==> src/hdl/jlsp_pkg.sv <==
// Shared constants, types and helpers for the jerk-limited servo profiler.
// No dependencies; used by jlsp_iter_unit and jerk_limited_servo_profile.
`timescale 1ns / 1ps

package jlsp_pkg;

    localparam int FRAC_BITS = 16;
    localparam int IVL_BITS  = 16;

    // register indexes on the configuration port
    localparam logic [2:0] REG_PWM_OFFSET     = 3'd0;
    localparam logic [2:0] REG_PWM_SPAN       = 3'd1;
    localparam logic [2:0] REG_RANGE_DEG      = 3'd2;
    localparam logic [2:0] REG_ACCEL_JERK     = 3'd3;
    localparam logic [2:0] REG_DECEL_JERK     = 3'd4;
    localparam logic [2:0] REG_DECEL_DISTANCE = 3'd5;
    localparam logic [2:0] REG_CRUISE_SPEED   = 3'd6;
    localparam logic [2:0] REG_DEADBAND       = 3'd7;

    // motion phase codes
    localparam logic [1:0] PH_ACCEL  = 2'd0;
    localparam logic [1:0] PH_CRUISE = 2'd1;
    localparam logic [1:0] PH_DECEL  = 2'd2;
    localparam logic [1:0] PH_DONE   = 2'd3;

    // reset values
    localparam logic [15:0] RST_PWM_OFFSET = 16'd1000;
    localparam logic [15:0] RST_PWM_SPAN   = 16'd1000;
    localparam logic [24:0] RST_RANGE_DEG  = 25'(64'd180 << FRAC_BITS);
    localparam logic [30:0] RST_DEADBAND   = 31'(64'd1 << (FRAC_BITS - 1));

    // iteration counts of the shared unit
    localparam int DIV_STEPS  = 48;
    localparam int SQRT_STEPS = 32;

    typedef struct packed {
        logic start;
        logic sqrt_mode;
    } unit_cmd_t;

    typedef struct packed {
        logic busy;
        logic done;
    } unit_stat_t;

    // saturate to the signed 32-bit range
    function automatic logic signed [31:0] sat32(input logic signed [33:0] v);
        logic signed [31:0] r;
        if (v > 34'sh07FFFFFFF)
            r = 32'sh7FFFFFFF;
        else if (v < -34'sh080000000)
            r = 32'sh80000000;
        else
            r = v[31:0];
        return r;
    endfunction

    // magnitude of a signed 32-bit value
    function automatic logic [31:0] mag32(input logic signed [31:0] v);
        logic [31:0] r;
        r = v[31] ? 32'(-v) : 32'(v);
        return r;
    endfunction

endpackage

==> src/hdl/jlsp_iter_unit.sv <==
// Shared shift-subtract unit: restoring divide (1 bit/cycle) or square root (1 root bit/cycle, 2 operand bits each).
// Depends on jlsp_pkg.
`timescale 1ns / 1ps

module jlsp_iter_unit (
    input  logic                  clk,
    input  logic                  rst_n,
    input  jlsp_pkg::unit_cmd_t   cmd,
    input  logic [63:0]           operand,
    input  logic [24:0]           divisor,
    output jlsp_pkg::unit_stat_t  stat,
    output logic [47:0]           result
);

    logic        busy_reg;
    logic        done_reg;
    logic        mode_reg;
    logic [5:0]  cnt_reg;
    logic [63:0] opnd_reg;
    logic [34:0] rem_reg;
    logic [47:0] q_reg;
    logic [24:0] dvs_reg;

    logic [34:0] shifted;
    logic [34:0] trial;
    logic        ge;
    logic [34:0] rem_next;

    always_comb
    begin
        if (mode_reg)
        begin
            shifted = {rem_reg[32:0], opnd_reg[63:62]};
            trial   = {q_reg[32:0], 2'b01};
        end
        else
        begin
            shifted = {rem_reg[33:0], opnd_reg[63]};
            trial   = {10'd0, dvs_reg};
        end
        ge       = (shifted >= trial);
        rem_next = ge ? (shifted - trial) : shifted;
    end

    always_ff @(posedge clk or negedge rst_n)
    begin
        if (!rst_n)
        begin
            busy_reg <= 1'b0;
            done_reg <= 1'b0;
            mode_reg <= 1'b0;
            cnt_reg  <= '0;
        end
        else
        begin
            done_reg <= 1'b0;
            if (cmd.start)
            begin
                busy_reg <= 1'b1;
                mode_reg <= cmd.sqrt_mode;
                cnt_reg  <= cmd.sqrt_mode ? 6'(jlsp_pkg::SQRT_STEPS - 1)
                                          : 6'(jlsp_pkg::DIV_STEPS - 1);
                opnd_reg <= operand;
                rem_reg  <= '0;
                q_reg    <= '0;
                dvs_reg  <= divisor;
            end
            else if (busy_reg)
            begin
                rem_reg  <= rem_next;
                q_reg    <= {q_reg[46:0], ge};
                opnd_reg <= mode_reg ? {opnd_reg[61:0], 2'b00} : {opnd_reg[62:0], 1'b0};
                if (cnt_reg == 6'd0)
                begin
                    busy_reg <= 1'b0;
                    done_reg <= 1'b1;
                end
                else
                begin
                    cnt_reg <= cnt_reg - 6'd1;
                end
            end
        end
    end

    assign stat.busy = busy_reg;
    assign stat.done = done_reg;
    assign result    = q_reg;

`ifndef NO_ASSERTIONS
    a_done_not_busy: assert property (@(posedge clk) disable iff (!rst_n)
        !(busy_reg && done_reg))
        else $error("unit done while busy");
    a_start_idle: assert property (@(posedge clk) disable iff (!rst_n)
        cmd.start |-> !busy_reg)
        else $error("unit restarted while busy");
    a_done_after_busy: assert property (@(posedge clk) disable iff (!rst_n)
        $rose(done_reg) |-> $past(busy_reg))
        else $error("unit done without work");
`endif

endmodule
==> config.mk <==
export PLATFORM = sky130hd
export DESIGN_NAME = jlsp_iter_unit
export DESIGN_NICKNAME = d
export VERILOG_FILES = /design/src/hdl/jlsp_pkg.sv /design/src/hdl/jlsp_iter_unit.sv
export SDC_FILE = /design/constraint.sdc
export NUM_CORES = 1
export LEC_CHECK = 0
export BUFFER_PORTS_ARGS = -buffer_cell sky130_fd_sc_hd__buf_2
export CAP_MARGIN = 10
export CORE_ASPECT_RATIO = 0.6
export CORE_MARGIN = 5
export CORE_UTILIZATION = 55
export CTS_CLUSTER_DIAMETER = 200
export CTS_CLUSTER_SIZE = 12
export DETAILED_ROUTE_END_ITERATION = 10
export GPL_TIMING_DRIVEN = 0
export PLACE_DENSITY = 0.83
export SLEW_MARGIN = 0
export SYNTH_ARGS = -nofsm -noshare
export SYNTH_HDL_FRONTEND = slang
export SYNTH_SLANG_ARGS = --single-unit
==> constraint.sdc <==
create_clock -name clk -period 6.17 [get_ports clk]
set_input_delay 1.234 -clock clk [delete_from_list [all_inputs] [get_ports clk]]
set_output_delay 1.234 -clock clk [all_outputs]
set_load 0.1 [all_outputs]
### Word-level counts from Yosys, hierarchy flattened

Index checks and enable logic that the tools add are counted.

| storage, ports and cells | value |
|---|---|
| register bits | 181 |
| bits of input ports | 93 |
| output and inout bits | 50 |
| logic and storage cells | 35 |

| operators by class | value |
|---|---|
| $add $sub $neg | 2 |
| order comparisons | 1 |
| equality and inequality tests | 1 |
| muxes and demuxes | 18 |
| reductions and logical operators | 5 |

Operators with widths:

| kind | count |
|---|---|
| $mux W64 | 3 |
| $mux W35 | 4 |
| $mux W48 | 1 |
| $ge A35 B35 Y1 | 1 |
| $sub A35 B35 Y35 | 1 |
| $mux W6 | 4 |
| $logic_not A6 Y1 | 1 |
| $mux W1 | 6 |
| $reduce_and A2 Y1 | 3 |
| $sub A6 B1 Y6 const B | 1 |
| $ne A2 B2 Y1 const B | 1 |
| $reduce_bool A2 Y1 | 1 |

### Longest topological paths before layout

Gate-level depths: netlist of run 1.

| logic depth | value |
|---|---|
| depth in word-level cells | 4 |
| mapped depth | 17 |
| depth with buffers taken out | 11 |

### Least setup slack after synthesis of run 1

OpenSTA, ideal clock, no wires.

| path | value |
|---|---|
| kind | in2reg |
| start point | in cmd[1] (netlist name) |
| end point | reg opnd_reg[0], enable pin |
| setup time | 0.493 ns |
| arrival | 4.460 ns |
| data required time | 5.677 ns |
| path slack | 1.216 ns |
| cell stages on the path | 3 |
| path buffers | 1 |
| cells stage by stage | clkbuf_1 nor2_1 nor2b_1 |

| on the way | value |
|---|---|
| word-level cells in the longest chain between the ends | 2 |

RTL lines:

| item | line | RTL |
|---|---|---|
| from (decl) | jlsp_iter_unit.sv:8 | `input jlsp_pkg::unit_cmd_t cmd,` |
| $reduce_bool A2 Y1 (no line) | - |  |
| $reduce_and A2 Y1 (no line) | - |  |
| to (signal assigned) | jlsp_iter_unit.sv:63 | `opnd_reg <= operand;` |
| to (signal assigned) | jlsp_iter_unit.sv:72 | `opnd_reg <= mode_reg ? {opnd_reg[61:0], 2'b00} : {opnd_reg[62:0], 1'b0};` |
| to (decl) | jlsp_iter_unit.sv:19 | `logic [63:0] opnd_reg;` |

No other way between the ends.
A chain may end at the register's enable or synchronous reset.

### Final worst setup path of run 1

| path | value |
|---|---|
| start point | reg mode_reg |
| end point | reg rem_reg[5] (data pin) |

| on the way | value |
|---|---|
| word-level cells in the longest chain between the ends | 4 |

RTL lines:

| item | line | RTL |
|---|---|---|
| from (decl) | jlsp_iter_unit.sv:17 | `logic mode_reg;` |
| from (signal assigned) | jlsp_iter_unit.sv:60 | `mode_reg <= cmd.sqrt_mode;` |
| $mux W35 | jlsp_iter_unit.sv:31 | `if (mode_reg)` |
| $sub A35 B35 Y35 / $ge A35 B35 Y1 (equally long branches) | jlsp_iter_unit.sv:42, jlsp_iter_unit.sv:41 |  |
| $mux W35 (*) | jlsp_iter_unit.sv:42 | `rem_next = ge ? (shifted - trial) : shifted;` |
| $mux W35 (*) | jlsp_iter_unit.sv:68 | `else if (busy_reg)` |
| to (signal assigned) | jlsp_iter_unit.sv:70 | `rem_reg <= rem_next;` |
| to (decl) | jlsp_iter_unit.sv:20 | `logic [34:0] rem_reg;` |

Mark *: on every way between the ends. The rest lies on a longest branch, timed or not.

==> results of run 1 <==
==> cell families (layout without fill, tap and decap cells) <==
group | Yosys count | after routing | share of synthesized area
buffers and inverters | 88 | 265 | 0.0314
XOR/XNOR | 17 | 17 | 0.0133
adder cells (fa/ha/maj) | 38 | 38 | 0.0431
AO/OA/AOI/OAI | 239 | 239 | 0.139
flip-flops | 180 | 180 | 0.478
AND/OR/NAND/NOR | 351 | 351 | 0.140
multiplexers | 169 | 169 | 0.155
==> worst max-delay path: stages, from the launching register on <==
cell and delay [ns]:
dfrtp_1 0.32, clkbuf_1 0.33, buf_2 0.38, clkbuf_1 0.71
clkbuf_1 0.49, nand2_1 0.12, ha_1 0.40, a21o_1 0.21
a31o_2 0.27, a41oi_1 0.24, o211ai_1 0.12, a21oi_1 0.51
and2_4 0.26, buf_6 0.16, clkbuf_1 0.55, nand2_1 0.13
a311oi_1 0.33
==> metrics by stage <==
step           cell area [um^2]  hold slack, ns  total power [mW]
2_1_floorplan             11200           0.450              3.05
3_3_place_gp              12300           0.467              3.49
3_5_place_dp              12300           0.473              3.53
4_1_cts                   12900           0.492              4.63
5_1_grt                   12900           0.543              4.93
6_report                  12900           0.491              4.68
==> power by group through the flow <==
stage	combinational, mW	sequential [mW]	clock [mW]
6_report	1.95	1.63	1.10
5_1_grt	2.12	1.65	1.16
4_1_cts	1.90	1.63	1.11
3_5_place_dp	1.88	1.65	0
3_3_place_gp	1.84	1.65	0
2_1_floorplan	1.29	1.76	0
==> area by class of cell <==
cell class / instances / area, um^2
Buffer: 71 / 288
Clock buffer: 17 / 425
Clock inverter: 15 / 163
Fill cell: 1636 / 7090
Inverter: 17 / 63.8
Multi-Input combinational cell: 814 / 5500
Sequential cell: 180 / 5360
Tap cell: 273 / 342
Timing Repair Buffer: 145 / 788
==> final timing paths <==
kind | start | end | depth (start not counted)
setup / recovery | mode_reg$_DFFE_PN0P_ | rem_reg[5]$_SDFFCE_PP0P_ | 16
hold / removal | cnt_reg[4]$_DFFE_PN0P_ | cnt_reg[4]$_DFFE_PN0P_ | 2
setup reg to reg | mode_reg$_DFFE_PN0P_ | rem_reg[5]$_SDFFCE_PP0P_ | 16
hold reg to reg | cnt_reg[4]$_DFFE_PN0P_ | cnt_reg[4]$_DFFE_PN0P_ | 2
max in group asynchronous | rst_n | busy_reg$_DFF_PN0_ | 2
min in group asynchronous | rst_n | cnt_reg[3]$_DFFE_PN0P_ | 2
==> synth_stat cells (all sizes together) (7+ instances only) <==
library cell / count / share of area
dfrtp: 9 / 0.020
mux2: 34 / 0.034
nor3: 16 / 0.0071
nand3: 16 / 0.0071
inv: 17 / 0.0057
a311oi: 23 / 0.019
nand2: 147 / 0.049
edfxtp: 171 / 0.46
a211oi: 9 / 0.0071
clkbuf: 55 / 0.018
nor2b: 10 / 0.0056
a21oi: 44 / 0.020
and3: 10 / 0.0056
ha: 37 / 0.041
mux2i: 135 / 0.12
nor2: 103 / 0.034
and2: 10 / 0.0058
a21o: 12 / 0.0080
buf: 16 / 0.0073
a31oi: 8 / 0.0045
xnor2: 13 / 0.010
nand4: 7 / 0.0045
o21ai: 94 / 0.042
==> metal layers <==
| metal | part of all wire | GRT usage |
|---|---|---|
| met5 | 0.0013 | 0 |
| met4 | 0.016 | 0.0588 |
| met3 | 0.11 | 0.0744 |
| met2 | 0.40 | 0.359 |
| met1 | 0.47 | 0.406 |
==> run summary, run 1 <==
For the pin with the worst max-slew slack, the measured transition is 0.922 ns. The worst slack at placement came out at between 0.6 and 0.7 ns. The clock insertion delay at the later pin of the skew report came out at about 0.44 ns. The placed instance count came out at 1499. The iteration-0 DRC count of the detailed router is 1058. The library cells used most frequently in the layout, excluding fill and tap cells, are edfxtp_1 (171), nand2_1 (147), buf_2 (146). Counting flops and latches in the post-synthesis netlist gives 180. The initial antenna violation count came out at 3.

The vertical die dimension is 121 um. Across all layers, the routed design uses 9358 vias. The mapped cell area is 11200 um^2. The total of warnings raised by yosys is 0. The combined global-route utilization of all metal layers is 0.261. Synthesis produced a netlist with a net count of 1213.

The via count of the first global-routing pass is about 9000. After detailed routing, the average wire length per cell comes to roughly 20 um. The share of total power dissipated in sequential elements is 0.349.

The number of setup buffers added after CTS is 0. The post-layout instance count excluding filler cells is approximately 1500. The final worst clock skew is ~0.013 ns.

Of the total power, the share spent switching nets is 0.397. The global placement routability congestion came out at 0.970. The analysis attributes to net switching a power of 1.86 mW. The core footprint is 20000 um^2.

TritonCTS created 17 clock buffers. The number of hold buffers added after CTS came out at 0. Of all nets on the critical path, the largest fanout is 10. The clock group share of total power came out at 0.235. Entering global routing, the biggest net connects 56 pins. Detailed placement finished with a half-perimeter wire length of ~23000 um. The fraction of final layout cells with drive strength greater than 1 is 0.188. The final design utilization came out at 0.646. Headroom to the max-slew limit came out at 0.385. The maximum operating frequency came out at between 0.15 and 0.2 GHz. The worst register-to-register path has a setup slack of 0.43 ns. Of the total power, combinational logic draws 0.416. The tree is rooted in a clkbuf_16.

The flip-flop count of the largest register, all copies and words added is 64. STA classifies the critical path endpoint as a flip-flop. The number of DRC violations after detailed routing came out at 0. The CTS sink count came out at 180. The count of instances resized after the clock tree is built came out at 0. The post-synthesis sequential area ratio came out at 0.478. The worst setup path is of the flip-flop to flip-flop kind. The initial standard-cell utilization of the core came out at 0.560. In this run the tool buffered the top-level ports with approximately 140 buffer cells. The buffer depth of the longest clock path came out at 2. The sum of overflow across all layers after global routing is 0. The iteration count of the initial detailed-routing pass came out at 6.

The run finished with clean final reports. The static power due to leakage came out at approximately 5.5 nW. Among all flip-flop cells after synthesis, the most frequent one is edfxtp_1.

The number of ports placed on the die boundary came out at approximately 140. The number of max-capacitance violations reported came out at 0. The die area is 23400 um^2.

The maximum level of the CTS H-tree is 4. The area growth from synthesis to layout is 15.4%. In this run the core area contains 40 standard-cell rows. The required time reported for the critical path endpoint came out at roughly 6.4 ns. The final-layout setup total negative slack is 0 ns. The min-delay analysis places its worst path in the category flip-flop to flip-flop. The max-slew violation total from the final report was 0.

The internal cell power came out at 2.82 mW. TritonCTS built the clock tree. The clock transition at the register clock pins on the worst setup and hold paths after CTS came out at 0.07 ns. The number of antenna diodes in the final layout is 0. The aggregate routed wire length is slightly above 30000 um. STA puts the critical path data arrival time at 5.98 ns. Once detail routing completed, the nets flagged for antenna violations numbered 0. The post-layout net count came out at 1377. The average cell area after synthesis is 10.4 um^2.

Setup repair after global routing left no endpoint under its margin. The cell count after synthesis came out at 1082. The per-cell via count in the routed design came out at 6.11. The post-layout worst setup margin came out at ~0.43 ns. The count of final hold-check violations came out at 0. STA classifies the critical path startpoint as a flip-flop. The count of cell types in the netlist came out at 68. The power per unit of standard cell area is approximately 360 nW/um^2.

Setup violations remaining at the end of the flow were counted as 0. The first-pass GRT wire length came out at 48700 um. Leaving out fill and tap cells, the most frequent cell in the layout is edfxtp_1. The floorplan step set the die width to roughly 190 um. Across the VDD grid, the largest voltage drop is 0.000248 V.

The share of the clock period used by the worst path after layout came out at 0.930. Counting flops with an async set or reset pin after synthesis yields a share of 0.0500. The count of flip-flops with a built-in enable after synthesis came out at 171. The clock period minus final worst setup slack is 5.74 ns.
Note: power is estimated with default switching activity, not from simulation.
==> inputs of run 2 (changes only) <==
BUFFER_PORTS_ARGS = -buffer_cell sky130_fd_sc_hd__clkbuf_2   (was -buffer_cell sky130_fd_sc_hd__buf_2)
==> run summary, run 2 (synthesis gave the netlist of run 1 again) <==
The power per unit of standard cell area is 366 nW/um^2 (+1.3%). In this run the most critical hold path is launched from cnt_reg[4]$_DFFE_PN0P_. The sum of overflow across all layers after global routing is 0 (unchanged). The static power due to leakage came out at 5.52 nW (+0.62%). The length of routed met3 wiring was 3040 um (-10%). The initial antenna violation count came to 1 (-2). The vertical die dimension is 121 um (unchanged). The final worst clock skew was 0.0109 ns (-0.00205 ns). The number of buffers inserted by port buffering is 142 (unchanged). The switching power of the nets is 1.82 mW (-1.9%). The share of total power in combinational logic is 0.406 (-0.010).

The wire length on met1 came to 14700 um (+1.2%). The number of cells traversed by the worst hold path came to 2 (unchanged). The x dimension of the die is 194 um (unchanged). The total via count in the routed design came out at 9269 (-0.95%).

Counting stages on the worst path, the most repeated cell is clkbuf_1. The flow ran to the end, and the final reports show no timing, DRC or antenna violations. The fraction of final layout cells with drive strength greater than 1 is 0.187 (-0.000794). The worst register-to-register path begins at mode_reg$_DFFE_PN0P_. The worst IR drop on VDD is 0.000232 V (-6.3%). The startpoint type of the worst setup path is a flip-flop. The highest layer touched by signal routing is met5. The flip-flop count of the largest register, all copies and words added is 64 (unchanged). The core footprint is 20000 um^2 (unchanged).

The aggregate routed wire length came out at 30700 um (-0.66%). The routed wire length per instance is 20.0 um (-0.66%). The required time reported for the critical path endpoint came out at 6.41 ns (about the same). The fraction of power spent switching nets is 0.384 (-0.0136). The delay of the slowest cell on the worst path is 0.74 ns (+0.03 ns). The number of hold buffers added after CTS was 0 (unchanged).

CTS placed an instance of clkbuf_16 at the clock tree root. In the layout the commonest cells are edfxtp_1 (171), nand2_1 (147), clkbuf_2 (141). The maximum operating frequency is 0.176 GHz (+0.91%). The amount of wire on met2 after detailed routing came out at 12500 um (+0.46%). The number of ports placed on the die boundary is 143 (unchanged). The die area came out at 23400 um^2 (unchanged). The combined global-route utilization of all metal layers was 0.261 (about the same). The number of setup violations in the final report came out at 0 (unchanged). The post-layout worst setup margin is 0.482 ns (+0.0515 ns). The remaining number of nets flagged by the antenna check after routing is 0 (unchanged).

The buffer depth of the longest clock path is 2 (unchanged). The fraction of power consumed by sequential logic was 0.344 (-0.005). The initial standard-cell utilization of the core came out at 0.560 (unchanged).

The cell count of the worst reg-to-reg path was 16 (unchanged). The number of buffers created by CTS is 17 (unchanged). The row count is 40 (unchanged).

The clock period minus final worst setup slack is 5.69 ns (-0.0515 ns). The CTS sink count came out at 180 (unchanged). The via count of the first global-routing pass came to 8803 (-1.9%).

The placed instance count came to 1499 (unchanged). The slew at the pin with the worst max-slew slack came out at 0.925 ns (+0.00307 ns). The total inserted antenna cells came to 0 (unchanged). Setup repair after global routing left no endpoint under its margin. The worst-case register-to-register setup slack is 0.48 ns (+0.05 ns). The endpoint identified for the worst register-to-register timing path is rem_reg[5]$_SDFFCE_PP0P_. The iteration-0 DRC count of the detailed router came out at 1009 (-4.6%).

The nature of the critical path endpoint is a flip-flop. The post-layout net count came out at 1377 (unchanged). The number of DRC violations after detailed routing came out at 0 (unchanged). The clock group share of total power came out at 0.250 (+0.015). The critical path goes through clkbuf_1, buf_2, clkbuf_1, clkbuf_1, nand2_1, ha_1, a21o_1, a31o_2, a41oi_1, o211ai_1, a21oi_1, and2_4, buf_6, clkbuf_1, nand2_1, a311oi_1. The clock insertion delay at the later pin of the skew report is 0.45 ns (about the same). The per-cell via count in the routed design is 6.05 (-0.95%). The worst hold-check slack came out at 0.506 ns (+0.0147 ns). The cell type of the slowest stage on the worst timing path is clkbuf_1. The global placement routability congestion is 0.962 (-0.82%). The post-detailed-placement half-perimeter wirelength came out at 23000 um (-0.18%). The count of instances resized after the clock tree is built was 0 (unchanged). The path class of the tightest hold or removal check is flip-flop to flip-flop. The post-layout instance count excluding filler cells came out at 1532 (unchanged). The max-slew violation total from the final report is 0 (unchanged). The critical path is of the flip-flop to flip-flop type. The number of max-capacitance violations reported is 0 (unchanged). The first-pass GRT wire length is 48300 um (-0.82%). The worst slack at placement was 0.641 ns (-0.00618 ns). The data arrival time at the worst-slack endpoint came out at 5.93 ns (-0.05 ns). The area growth from synthesis to final layout is 15.7%.

The iteration count of the initial detailed-routing pass came to 5 (-1). The number of setup buffers added after CTS is 0 (unchanged). The internal cell power came to 2.93 mW (+3.8%). Leaving out fill and tap cells, the most frequent cell in the layout is edfxtp_1. The clock transition at the register clock pins on the worst setup and hold paths after CTS was 0.07 ns (about the same). The worst slew margin relative to its limit was 0.382 (-0.00335).

The share of the clock period used by the worst path after layout is 0.922 (-0.00835). The maximum level of the CTS H-tree is 4 (unchanged). The maximum number of pins on one net before global-route repair is 52 (-7.1%). The path with the worst hold slack has its endpoint at cnt_reg[4]$_DFFE_PN0P_. TritonCTS built the clock tree.

The count of final hold-check violations came to 0 (unchanged). The largest fanout of any net on the critical path came out at 10 (unchanged).
==> run 2: changes by cell type in the layout (fill, tap and decap cells not counted), moves of 2 or more <==
cell       delta
buf_2       -141
bufinv_16     +3
inv_8         -2
clkinv_2      +2
inv_6         -2
clkbuf_2    +141
==> run 2: worst max path at each step <==
stage / from / to / slack (ns) / cells past startpoint
after floorplan: cmd[1] / opnd_reg[0]$_SDFFCE_PN0P_ / 1.22 / 3
after global placement: rst_n / opnd_reg[13]$_DFFE_PP_ / -1.31 / 2
after detailed placement: mode_reg$_DFFE_PN0P_ / rem_reg[4]$_SDFFCE_PP0P_ / 0.64 / 16
after CTS: mode_reg$_DFFE_PN0P_ / rem_reg[4]$_SDFFCE_PP0P_ / 0.61 / 16
after global routing: mode_reg$_DFFE_PN0P_ / rem_reg[4]$_SDFFCE_PP0P_ / 0.18 / 16
final: mode_reg$_DFFE_PN0P_ / rem_reg[5]$_SDFFCE_PP0P_ / 0.48 / 16
==> run 2: critical path: cells and delay by family, from the launching register on <==
family,cells,cell delay (ns)
buf+inv,6,2.63
compound gates,6,1.63
simple gates,3,0.49
fa+ha+maj,1,0.39
flops,1,0.33
==> run 2: layer usage <==
metal,global-route usage,up-vias
met2,0.359,445
met3,0.0738,39
met5,0,-
li1,-,4366
met4,0.0658,2
met1,0.402,4417
==> run 2: per-stage QoR <==
stage	area (um^2)	total power, mW	setup TNS (ns)	util
6_report	13000	4.75	0	0.648
5_1_grt	13000	5.00	0	0.648
4_1_cts	12900	4.71	0	0.646
3_5_place_dp	12300	3.53	0	0.615
3_3_place_gp	12300	3.48	-83.31	0.612
2_1_floorplan	11200	3.05	0	-
==> run 2: power by group through the flow <==
stage                     registers, mW  clock network [mW]  logic, mW
final                              1.63                1.19       1.93
after global routing               1.65                1.24       2.11
after CTS                          1.63                1.19       1.89
after detailed placement           1.66                   0       1.87
after global placement             1.65                   0       1.83
after floorplan                    1.76                   0       1.29
==> run 2: layout make-up <==
| cell class | instances | area (um^2) |
|---|---|---|
| Inverter | 17 | 63.8 |
| Tap cell | 273 | 342 |
| Timing Repair Buffer | 145 | 781 |
| Clock buffer | 17 | 425 |
| Fill cell | 1599 | 7050 |
| Buffer | 71 | 288 |
| Sequential cell | 180 | 5360 |
| Clock inverter | 15 | 201 |
| Multi-Input combinational cell | 814 | 5500 |
